--- src/rtl/mstt_pkg.sv ---
// ----------------------------------------------------------------------------
// mstt_pkg: shared types and constants for the timer slot table
// Operation and result codes, the slot word stored in RAM, default sizes.
// ----------------------------------------------------------------------------
package mstt_pkg;

  localparam int SLOTS_DEF = 16;
  localparam int MAX_OUT   = 16;
  localparam int FCW       = $clog2(MAX_OUT + 1);

  localparam logic [1:0] OP_ADD    = 2'd0;
  localparam logic [1:0] OP_DEL    = 2'd1;
  localparam logic [1:0] OP_DELALL = 2'd2;
  localparam logic [1:0] OP_TICK   = 2'd3;

  localparam logic [1:0] KIND_ADD  = 2'd0;
  localparam logic [1:0] KIND_DEL  = 2'd1;
  localparam logic [1:0] KIND_FIRE = 2'd2;

  typedef struct packed {
    logic [15:0] owner;
    logic [31:0] argument;
    logic [31:0] interval;
    logic        periodic;
    logic [31:0] start;
  } slot_t;

endpackage

--- src/rtl/mstt_ram.sv ---
// ----------------------------------------------------------------------------
// mstt_ram: generic single-port-write, single-port-read RAM
// One write and one registered read per cycle; read data holds when re is low.
// ----------------------------------------------------------------------------
module mstt_ram #(
  parameter int WIDTH = 8,
  parameter int DEPTH = 16,
  parameter int AW    = (DEPTH > 1) ? $clog2(DEPTH) : 1
) (
  input  logic             clk,
  input  logic             we,
  input  logic [AW-1:0]    waddr,
  input  logic [WIDTH-1:0] wdata,
  input  logic             re,
  input  logic [AW-1:0]    raddr,
  output logic [WIDTH-1:0] rdata
);

  logic [WIDTH-1:0] mem [DEPTH];

  always_ff @(posedge clk) begin
    if (we) begin
      mem[waddr] <= wdata;
    end
    if (re) begin
      rdata <= mem[raddr];
    end
  end

endmodule

--- src/rtl/multi_slot_timer_table.sv ---
// ----------------------------------------------------------------------------
// multi_slot_timer_table: table of one-shot and periodic timer slots
//
// Input channel (in_valid/in_ready) takes one command beat: add, delete by
// owner, delete all, or tick with the current time. in_ready is high only
// while the block is idle; one command is worked on at a time.
// Output channel (out_valid/out_ready) gives result beats: one add status or
// delete-done beat per add/delete, and one fired beat per due slot on a tick
// (none if nothing is due, at most 16). last marks the final beat of a command.
// Slot words live in one RAM with a registered read; active bits are
// flip-flops. Add, delete and tick sweep the RAM one slot per cycle, a tick
// only while no held fired beat is stalled; delete-all skips the sweep.
// A fired beat is held back until the next due slot or the end of the sweep,
// so that last can be set; when the receiver stalls the sweep waits on the
// next due slot.
// Reset frees every slot at once; no clearing pass is needed.
// ----------------------------------------------------------------------------
module multi_slot_timer_table #(
  parameter int SLOTS = mstt_pkg::SLOTS_DEF
) (
  input  logic        clk,
  input  logic        rst,
  input  logic        in_valid,
  output logic        in_ready,
  input  logic [1:0]  op,
  input  logic [15:0] timer_owner,
  input  logic [31:0] argument,
  input  logic [31:0] interval_ms,
  input  logic        periodic,
  input  logic [31:0] now_ms,
  output logic        out_valid,
  input  logic        out_ready,
  output logic [1:0]  kind,
  output logic        status,
  output logic [3:0]  fired_slot,
  output logic [15:0] fired_owner,
  output logic [31:0] fired_argument,
  output logic        last
);

  localparam int IW = (SLOTS > 1) ? $clog2(SLOTS) : 1;
  localparam int CW = $clog2(SLOTS + 1);
  localparam logic [CW-1:0] SLOTS_C = CW'(SLOTS);
  localparam int FCW = mstt_pkg::FCW;

  typedef enum logic [2:0] {
    ST_IDLE = 3'b001,
    ST_SCAN = 3'b010,
    ST_FIN  = 3'b100
  } state_t;

  state_t state;

  logic [1:0]  op_q;
  logic [15:0] owner_q;
  logic [31:0] arg_q;
  logic [31:0] ivl_q;
  logic        per_q;
  logic [31:0] now_q;

  logic [SLOTS-1:0] active;
  logic [CW-1:0]    ridx;
  logic             e_valid;
  logic [IW-1:0]    eidx;
  logic             free_found;
  logic [IW-1:0]    free_idx;
  logic [FCW-1:0]   fcount;

  logic        pend_valid;
  logic [3:0]  pend_slot;
  logic [15:0] pend_owner;
  logic [31:0] pend_arg;

  mstt_pkg::slot_t rd_word;
  mstt_pkg::slot_t wr_word;
  logic [$bits(mstt_pkg::slot_t)-1:0] rd_bits;
  logic          rd_en;
  logic          wr_en;
  logic [IW-1:0] wr_addr;
  logic [IW-1:0] rd_addr;

  logic        out_free;
  logic        cur_act;
  logic        match;
  logic [31:0] elapsed;
  logic        due;
  logic        ev_fire;
  logic        ev_done;
  logic        ev_take;
  logic        fire_take;
  logic        go;
  logic        stop;
  logic        scan_end;
  logic        add_wr;
  logic [IW+3:0] eidx_ext;

  assign in_ready = (state == ST_IDLE);
  assign rd_word  = mstt_pkg::slot_t'(rd_bits);
  assign out_free = !out_valid || out_ready;
  assign cur_act  = active[eidx];
  assign match    = (rd_word.owner == owner_q);
  assign elapsed  = now_q - rd_word.start;
  assign due      = cur_act && (elapsed >= rd_word.interval);
  assign eidx_ext = {4'b0000, eidx};

  assign ev_fire   = (state == ST_SCAN) && e_valid && (op_q == mstt_pkg::OP_TICK) && due;
  assign ev_done   = !ev_fire || !pend_valid || out_free;
  assign ev_take   = (state == ST_SCAN) && e_valid && ev_done;
  assign fire_take = ev_fire && ev_done;
  assign go        = (state == ST_SCAN) && (!e_valid || ev_done);
  assign stop      = fire_take && (fcount == FCW'(mstt_pkg::MAX_OUT - 1));
  assign scan_end  = (state == ST_SCAN) && ((!e_valid && (ridx == SLOTS_C)) || stop);
  assign rd_en     = go && (ridx != SLOTS_C);
  assign rd_addr   = ridx[IW-1:0];

  assign add_wr = (state == ST_FIN) && (op_q == mstt_pkg::OP_ADD) && free_found && out_free;

  always_comb begin
    wr_en   = 1'b0;
    wr_addr = eidx;
    wr_word = rd_word;
    if (fire_take && rd_word.periodic) begin
      wr_en         = 1'b1;
      wr_word.start = now_q;
    end else if (add_wr) begin
      wr_en            = 1'b1;
      wr_addr          = free_idx;
      wr_word.owner    = owner_q;
      wr_word.argument = arg_q;
      wr_word.interval = ivl_q;
      wr_word.periodic = per_q;
      wr_word.start    = now_q;
    end
  end

  mstt_ram #(
    .WIDTH($bits(mstt_pkg::slot_t)),
    .DEPTH(SLOTS),
    .AW   (IW)
  ) u_ram (
    .clk  (clk),
    .we   (wr_en),
    .waddr(wr_addr),
    .wdata(wr_word),
    .re   (rd_en),
    .raddr(rd_addr),
    .rdata(rd_bits)
  );

  always_ff @(posedge clk) begin
    if (rst) begin
      state      <= ST_IDLE;
      out_valid  <= 1'b0;
      active     <= '0;
      pend_valid <= 1'b0;
      e_valid    <= 1'b0;
      fcount     <= '0;
    end else begin
      if (out_valid && out_ready) begin
        out_valid <= 1'b0;
      end
      unique case (state)
        ST_IDLE: begin
          if (in_valid) begin
            op_q       <= op;
            owner_q    <= timer_owner;
            arg_q      <= argument;
            ivl_q      <= interval_ms;
            per_q      <= periodic;
            now_q      <= now_ms;
            ridx       <= '0;
            e_valid    <= 1'b0;
            fcount     <= '0;
            free_found <= 1'b0;
            pend_valid <= 1'b0;
            if (op == mstt_pkg::OP_DELALL) begin
              active <= '0;
              state  <= ST_FIN;
            end else begin
              state <= ST_SCAN;
            end
          end
        end
        ST_SCAN: begin
          if (go) begin
            e_valid <= rd_en;
            eidx    <= ridx[IW-1:0];
            if (rd_en) begin
              ridx <= ridx + 1'b1;
            end
          end
          if (ev_take) begin
            unique case (op_q)
              mstt_pkg::OP_ADD: begin
                if (match) begin
                  active[eidx] <= 1'b0;
                end
                if (!(cur_act && !match) && !free_found) begin
                  free_found <= 1'b1;
                  free_idx   <= eidx;
                end
              end
              mstt_pkg::OP_DEL: begin
                if (match) begin
                  active[eidx] <= 1'b0;
                end
              end
              mstt_pkg::OP_DELALL: begin
                active <= '0;
              end
              mstt_pkg::OP_TICK: begin
                if (fire_take) begin
                  if (!rd_word.periodic) begin
                    active[eidx] <= 1'b0;
                  end
                  if (pend_valid) begin
                    out_valid      <= 1'b1;
                    kind           <= mstt_pkg::KIND_FIRE;
                    status         <= 1'b0;
                    fired_slot     <= pend_slot;
                    fired_owner    <= pend_owner;
                    fired_argument <= pend_arg;
                    last           <= 1'b0;
                  end
                  pend_valid <= 1'b1;
                  pend_slot  <= eidx_ext[3:0];
                  pend_owner <= rd_word.owner;
                  pend_arg   <= rd_word.argument;
                  fcount     <= fcount + 1'b1;
                end
              end
            endcase
          end
          if (scan_end) begin
            e_valid <= 1'b0;
            state   <= ST_FIN;
          end
        end
        ST_FIN: begin
          unique case (op_q)
            mstt_pkg::OP_ADD: begin
              if (out_free) begin
                if (free_found) begin
                  active[free_idx] <= 1'b1;
                end
                out_valid      <= 1'b1;
                kind           <= mstt_pkg::KIND_ADD;
                status         <= !free_found;
                fired_slot     <= '0;
                fired_owner    <= '0;
                fired_argument <= '0;
                last           <= 1'b1;
                state          <= ST_IDLE;
              end
            end
            mstt_pkg::OP_DEL, mstt_pkg::OP_DELALL: begin
              if (out_free) begin
                out_valid      <= 1'b1;
                kind           <= mstt_pkg::KIND_DEL;
                status         <= 1'b0;
                fired_slot     <= '0;
                fired_owner    <= '0;
                fired_argument <= '0;
                last           <= 1'b1;
                state          <= ST_IDLE;
              end
            end
            mstt_pkg::OP_TICK: begin
              if (!pend_valid) begin
                state <= ST_IDLE;
              end else if (out_free) begin
                out_valid      <= 1'b1;
                kind           <= mstt_pkg::KIND_FIRE;
                status         <= 1'b0;
                fired_slot     <= pend_slot;
                fired_owner    <= pend_owner;
                fired_argument <= pend_arg;
                last           <= 1'b1;
                pend_valid     <= 1'b0;
                state          <= ST_IDLE;
              end
            end
          endcase
        end
        default: begin
          state <= ST_IDLE;
        end
      endcase
    end
  end

  a_no_rw_same_slot: assert property (@(posedge clk) disable iff (rst)
    (state == ST_SCAN && wr_en && rd_en) |-> (wr_addr != rd_addr))
    else $error("slot write collides with sweep read");

  a_fire_count_bound: assert property (@(posedge clk) disable iff (rst)
    fcount <= FCW'(mstt_pkg::MAX_OUT))
    else $error("fired beat count above limit");

  a_pend_tick_only: assert property (@(posedge clk) disable iff (rst)
    pend_valid |-> (op_q == mstt_pkg::OP_TICK))
    else $error("held fired beat outside a tick");

  a_idle_no_pend: assert property (@(posedge clk) disable iff (rst)
    (state == ST_IDLE) |-> !pend_valid)
    else $error("fired beat left behind at end of tick");

endmodule

--- config.mk ---
export PLATFORM = sky130hd
export DESIGN_NAME = multi_slot_timer_table
export DESIGN_NICKNAME = d
export VERILOG_FILES = /design/src/rtl/mstt_pkg.sv /design/src/rtl/mstt_ram.sv /design/src/rtl/multi_slot_timer_table.sv
export SDC_FILE = /design/constraint.sdc
export NUM_CORES = 2
export LEC_CHECK = 0
export BUFFER_PORTS_ARGS = -buffer_cell sky130_fd_sc_hd__buf_2
export CORE_MARGIN = 8
export CORE_UTILIZATION = 45
export CTS_BUF_LIST = sky130_fd_sc_hd__clkbuf_16
export DETAILED_ROUTE_END_ITERATION = 12
export PLACE_DENSITY = 0.7
export SYNTH_ARGS = -nofsm -noshare
export SYNTH_HDL_FRONTEND = slang
export SYNTH_SLANG_ARGS = --single-unit
export TNS_END_PERCENT = 50
--- constraint.sdc ---
create_clock -name clk -period 9.7 [get_ports clk]
set_input_delay 1.94 -clock clk [delete_from_list [all_inputs] [get_ports clk]]
set_output_delay 1.94 -clock clk [all_outputs]
set_load 0.02 [all_outputs]
==> summary.md <==
| Metric | Value |
|---|---|
| Status | completed |
| Vias | 38693 |
| DRC | 0 |
| Reg2Reg Depth | 22 |
| Setup violators final | 0 |
| Seq/Total Area, Yosys | 0.774 |
| Comb pwr share | 0.040 |
| H-tree lvl count | 4 |
| Post-CTS resize count | 0 |
| I/O pin cnt | 177 |
| Ys Warns | 0 |
| RSZ-0062 raised after global routing | no |
| Simple-Gate Fraction of Synth Area | 0.0172 |
| 1st-pass router iterations | 8 |
| Post-DP HPWL | 101000 um |
| Mapped Area | 84400 um^2 |
| Place WS | 2.13 ns |
| Top FF cell, synth | edfxtp_1 |
| Hold Buf Count CTS | 0 |
| Met2 usage | 0.314 |
| Final Hold Fails | 0 |
| Clk root buf | clkbuf_16 |
| Vias per std cell | 5.78 |
| Final Cycle Share | 0.780 |
| # clock sinks | 2185 |
| Critical setup path kind | reg -> reg |
| Placed cell area | 88900 um^2 |
| Synth area leader | edfxtp_1 |
| Lkg Pwr | 30.3 nW |
| Internal Pwr Total | 0.0151 W |
| Area grow syn2layout | 13.3% |
| CP Capture Type | flop |
| Worst Skew | 0.0545 ns |
| Clock power frac | 0.414 |
| Design Area, Final | 95600 um^2 |
| Post-DR wirelength/cell | 28.1 um |
| # rows | 159 |
| Most Used Layer, Global Route | met2 |
| Worst-path fanout max | 48 |
| Worst path required time | 10.16 ns |
| First-pass GRT wire length | 274000 um |
| Final Util | 0.511 |
| RD Place Congestion | 0.796 |
| Highest Clock Rate | 0.132 GHz |
| Gr ovfl total | 0 |
| Number of synthesized flops with an enable pin | 2158 |
| Worst skew pair latency | 0.85 ns |
| Avg Inst Size Synth | 22.7 um^2 |
| Largest net degree at the start of global routing | 138 |
| Starting Density | 0.451 |
| Share of cells above drive strength 1 | 0.294 |
| Largest family of logic cells by synthesized area | multiplexers |
| Psw | 0.00390 W |
| Setup WS post-layout | 2.14 ns |
| Final TNS setup | 0 ns |
| Overall power | 0.0190 W |
| #FFs+latches synth | 2185 |
| Antenna violations before repair | 12 |
| Max VDD drop | 0.182 mV |
| Slew HR | 0.0954 |
| CP Launch Type | flop |
| TritonCTS Buffers | 206 |
| Reg clk slew, reported paths | 0.06 ns |
| Minimum clock period | 7.56 ns |
| Worst-margin pin slew | 1.35 ns |
| Port-buffer cells | 176 |
| Die width | 449 um |
| Final Max Tran Viols | 0 |
| Number of distinct library cells after synthesis | 67 |
| Post-synthesis compound-gate area fraction | 0.0186 |
| CTS max path bufs | 3 |
| Met3 Use GR | 0.0265 |
| Die Height | 449 um |
| Vias in the first global route | 39868 |
| Core area | 187000 um^2 |
| GRT met1 Usage | 0.247 |
| WL final | 188000 um |
| Drt first-iter violations | 4143 |
| Max cap viols | 0 |
| Fin nets | 4221 |
| Synth Instances | 3715 |
| Synth async-reset ratio | 0 |
| Worst hold path type | reg -> reg |
| Remaining antenna violation count | 0 |
| CTS tree | done |
| Full die area | 202000 um^2 |
| Synthesized Nets | 3907 |
| Post-Synth XOR/XNOR Area | 0.00446 |
| Post-synthesis mux area share | 0.163 |
| WHS Path Cells | 0 |
| Setup Fix Bufs, Post-CTS | 0 |
| Synth Area in Adders | 0.0109 |
| CP arrival | 8.02 ns |
| Pwr per Cell Area | 199 nW/um^2 |
| Top post-synthesis cells by area | edfxtp_1 77%, mux4_2 15%, ha_1 1.1% |
| Switching Fraction | 0.205 |
| Part of the power in registers | 0.546 |
| GR Util All Layers | 0.182 |
| Synth top area share | 0.768 |
per-stage QoR:
stage               instances  hold slack [ns]
CTS                      6694            0.430
global placement         6316            0.428
detailed placement       6316            0.431
floorplan                3715            0.421
finish                   6696            0.434
global route             6696            0.437
power groups by stage:
stage          combinational [W]  clock (W)  sequential [W]
6_report                0.000761    0.00786          0.0104
5_1_grt                 0.000821    0.00836          0.0104
4_1_cts                 0.000774    0.00801          0.0104
3_5_place_dp            0.000768          0          0.0106
3_3_place_gp            0.000761          0          0.0106
2_1_floorplan           0.000547          0          0.0106
routing by layer:
layer  share of wire  up-vias
li1                -    16243
met1            0.41    20845
met2            0.52     1370
met3           0.057      235
met4           0.019        0
met5               0        -
cell usage in the layout, fill, tap and decap left out, types with 7 or more instances in the layout:
cell and n:
nand3_1 19, and3_1 10, xor2_1 26, nand2b_1 12
nand4_1 7, clkinv_1 54, a21oi_1 62, mux2_2 57
buf_12 28, mux2_1 24, ha_1 72, o21a_1 7
xnor2_1 17, nor3_1 9, inv_1 122, nor2_1 46
buf_2 176, dfxtp_1 27, nor2_4 20, a211oi_2 11
mux4_2 569, bufinv_16 18, nand2_1 54, a21o_1 27
clkbuf_16 209, a211oi_1 11, nor2b_1 62, edfxtp_1 2158
buf_4 66, clkinvlp_4 8, clkinv_2 32, o21ai_0 64
worst paths after layout:
path                                          to             from  slack, ns
worst max register to register  u_ram.mem[2][49]         now_q[0]       2.14
worst min register to register       pend_arg[9]  u_ram.rdata[74]       0.43
worst min-delay path                 pend_arg[9]  u_ram.rdata[74]       0.43
worst max-delay path            u_ram.mem[2][49]         now_q[0]       2.14
state kept, by name, summed over array words and instances, names as in the netlist, 2 cells and up:
register and count:
state 3, kind 2, fired_argument 32, now_q 32, arg_q 32, active 16
ridx 5, pend_arg 32, fired_owner 16, op_q 2, u_ram.mem 1808, u_ram.rdata 113
eidx 4, fcount 5, fired_slot 4, ivl_q 32, pend_slot 4, owner_q 16
pend_owner 16, free_idx 4
critical path: stages, from the launching register on:
cell	delay [ns]
edfxtp_1	0.35
inv_1	0.08
ha_1	0.17
inv_1	0.06
fa_1	0.42
a211oi_1	0.30
o21ai_0	0.23
nand4_1	0.15
nand3_1	0.20
a311oi_2	0.47
o21ai_1	0.19
a21boi_0	0.22
o21bai_1	0.10
xor2_1	0.15
ha_1	0.32
nand4_1	0.13
or3_1	0.46
o41ai_4	0.77
a31oi_4	0.14
buf_4	0.32
o21bai_2	0.38
nor2_4	1.07
buf_12	0.45
Yosys cell counts (all sizes together), types with 3 or more instances:
master	number
edfxtp	2158
mux4	569
clkbuf	103
inv	84
mux2	81
ha	72
o21ai	69
nor2	66
nor2b	63
a21oi	62
buf	61
nand2	54
a21o	27
dfxtp	27
xor2	26
a211oi	22
nand3	19
xnor2	17
nand2b	12
and3	10
nor3	9
o21bai	8
or2	8
and2	7
nand4	7
nor4	7
o21a	7
or3	5
a2111oi	4
a31oi	4
nor3b	4
o22ai	4
a211o	3
and4	3
o211ai	3
o2bb2ai	3
area by class of cell:
type,instances,area [um^2]
Tap cell,2495,3120
Clock buffer,209,5230
Fill cell,14429,91400
Antenna cell,2,5.00
Inverter,84,315
Timing Repair Buffer,270,1940
Clock inverter,169,1420
Sequential cell,2185,65300
Multi-Input combinational cell,1282,18200
cell families after synthesis:
group	after synthesis
compound gates	234
xor+xnor	43
fa+ha+maj	73
buf+inv	248
flops	2185
mux	652
simple gates	280
(Power assumes the default switching activity.)
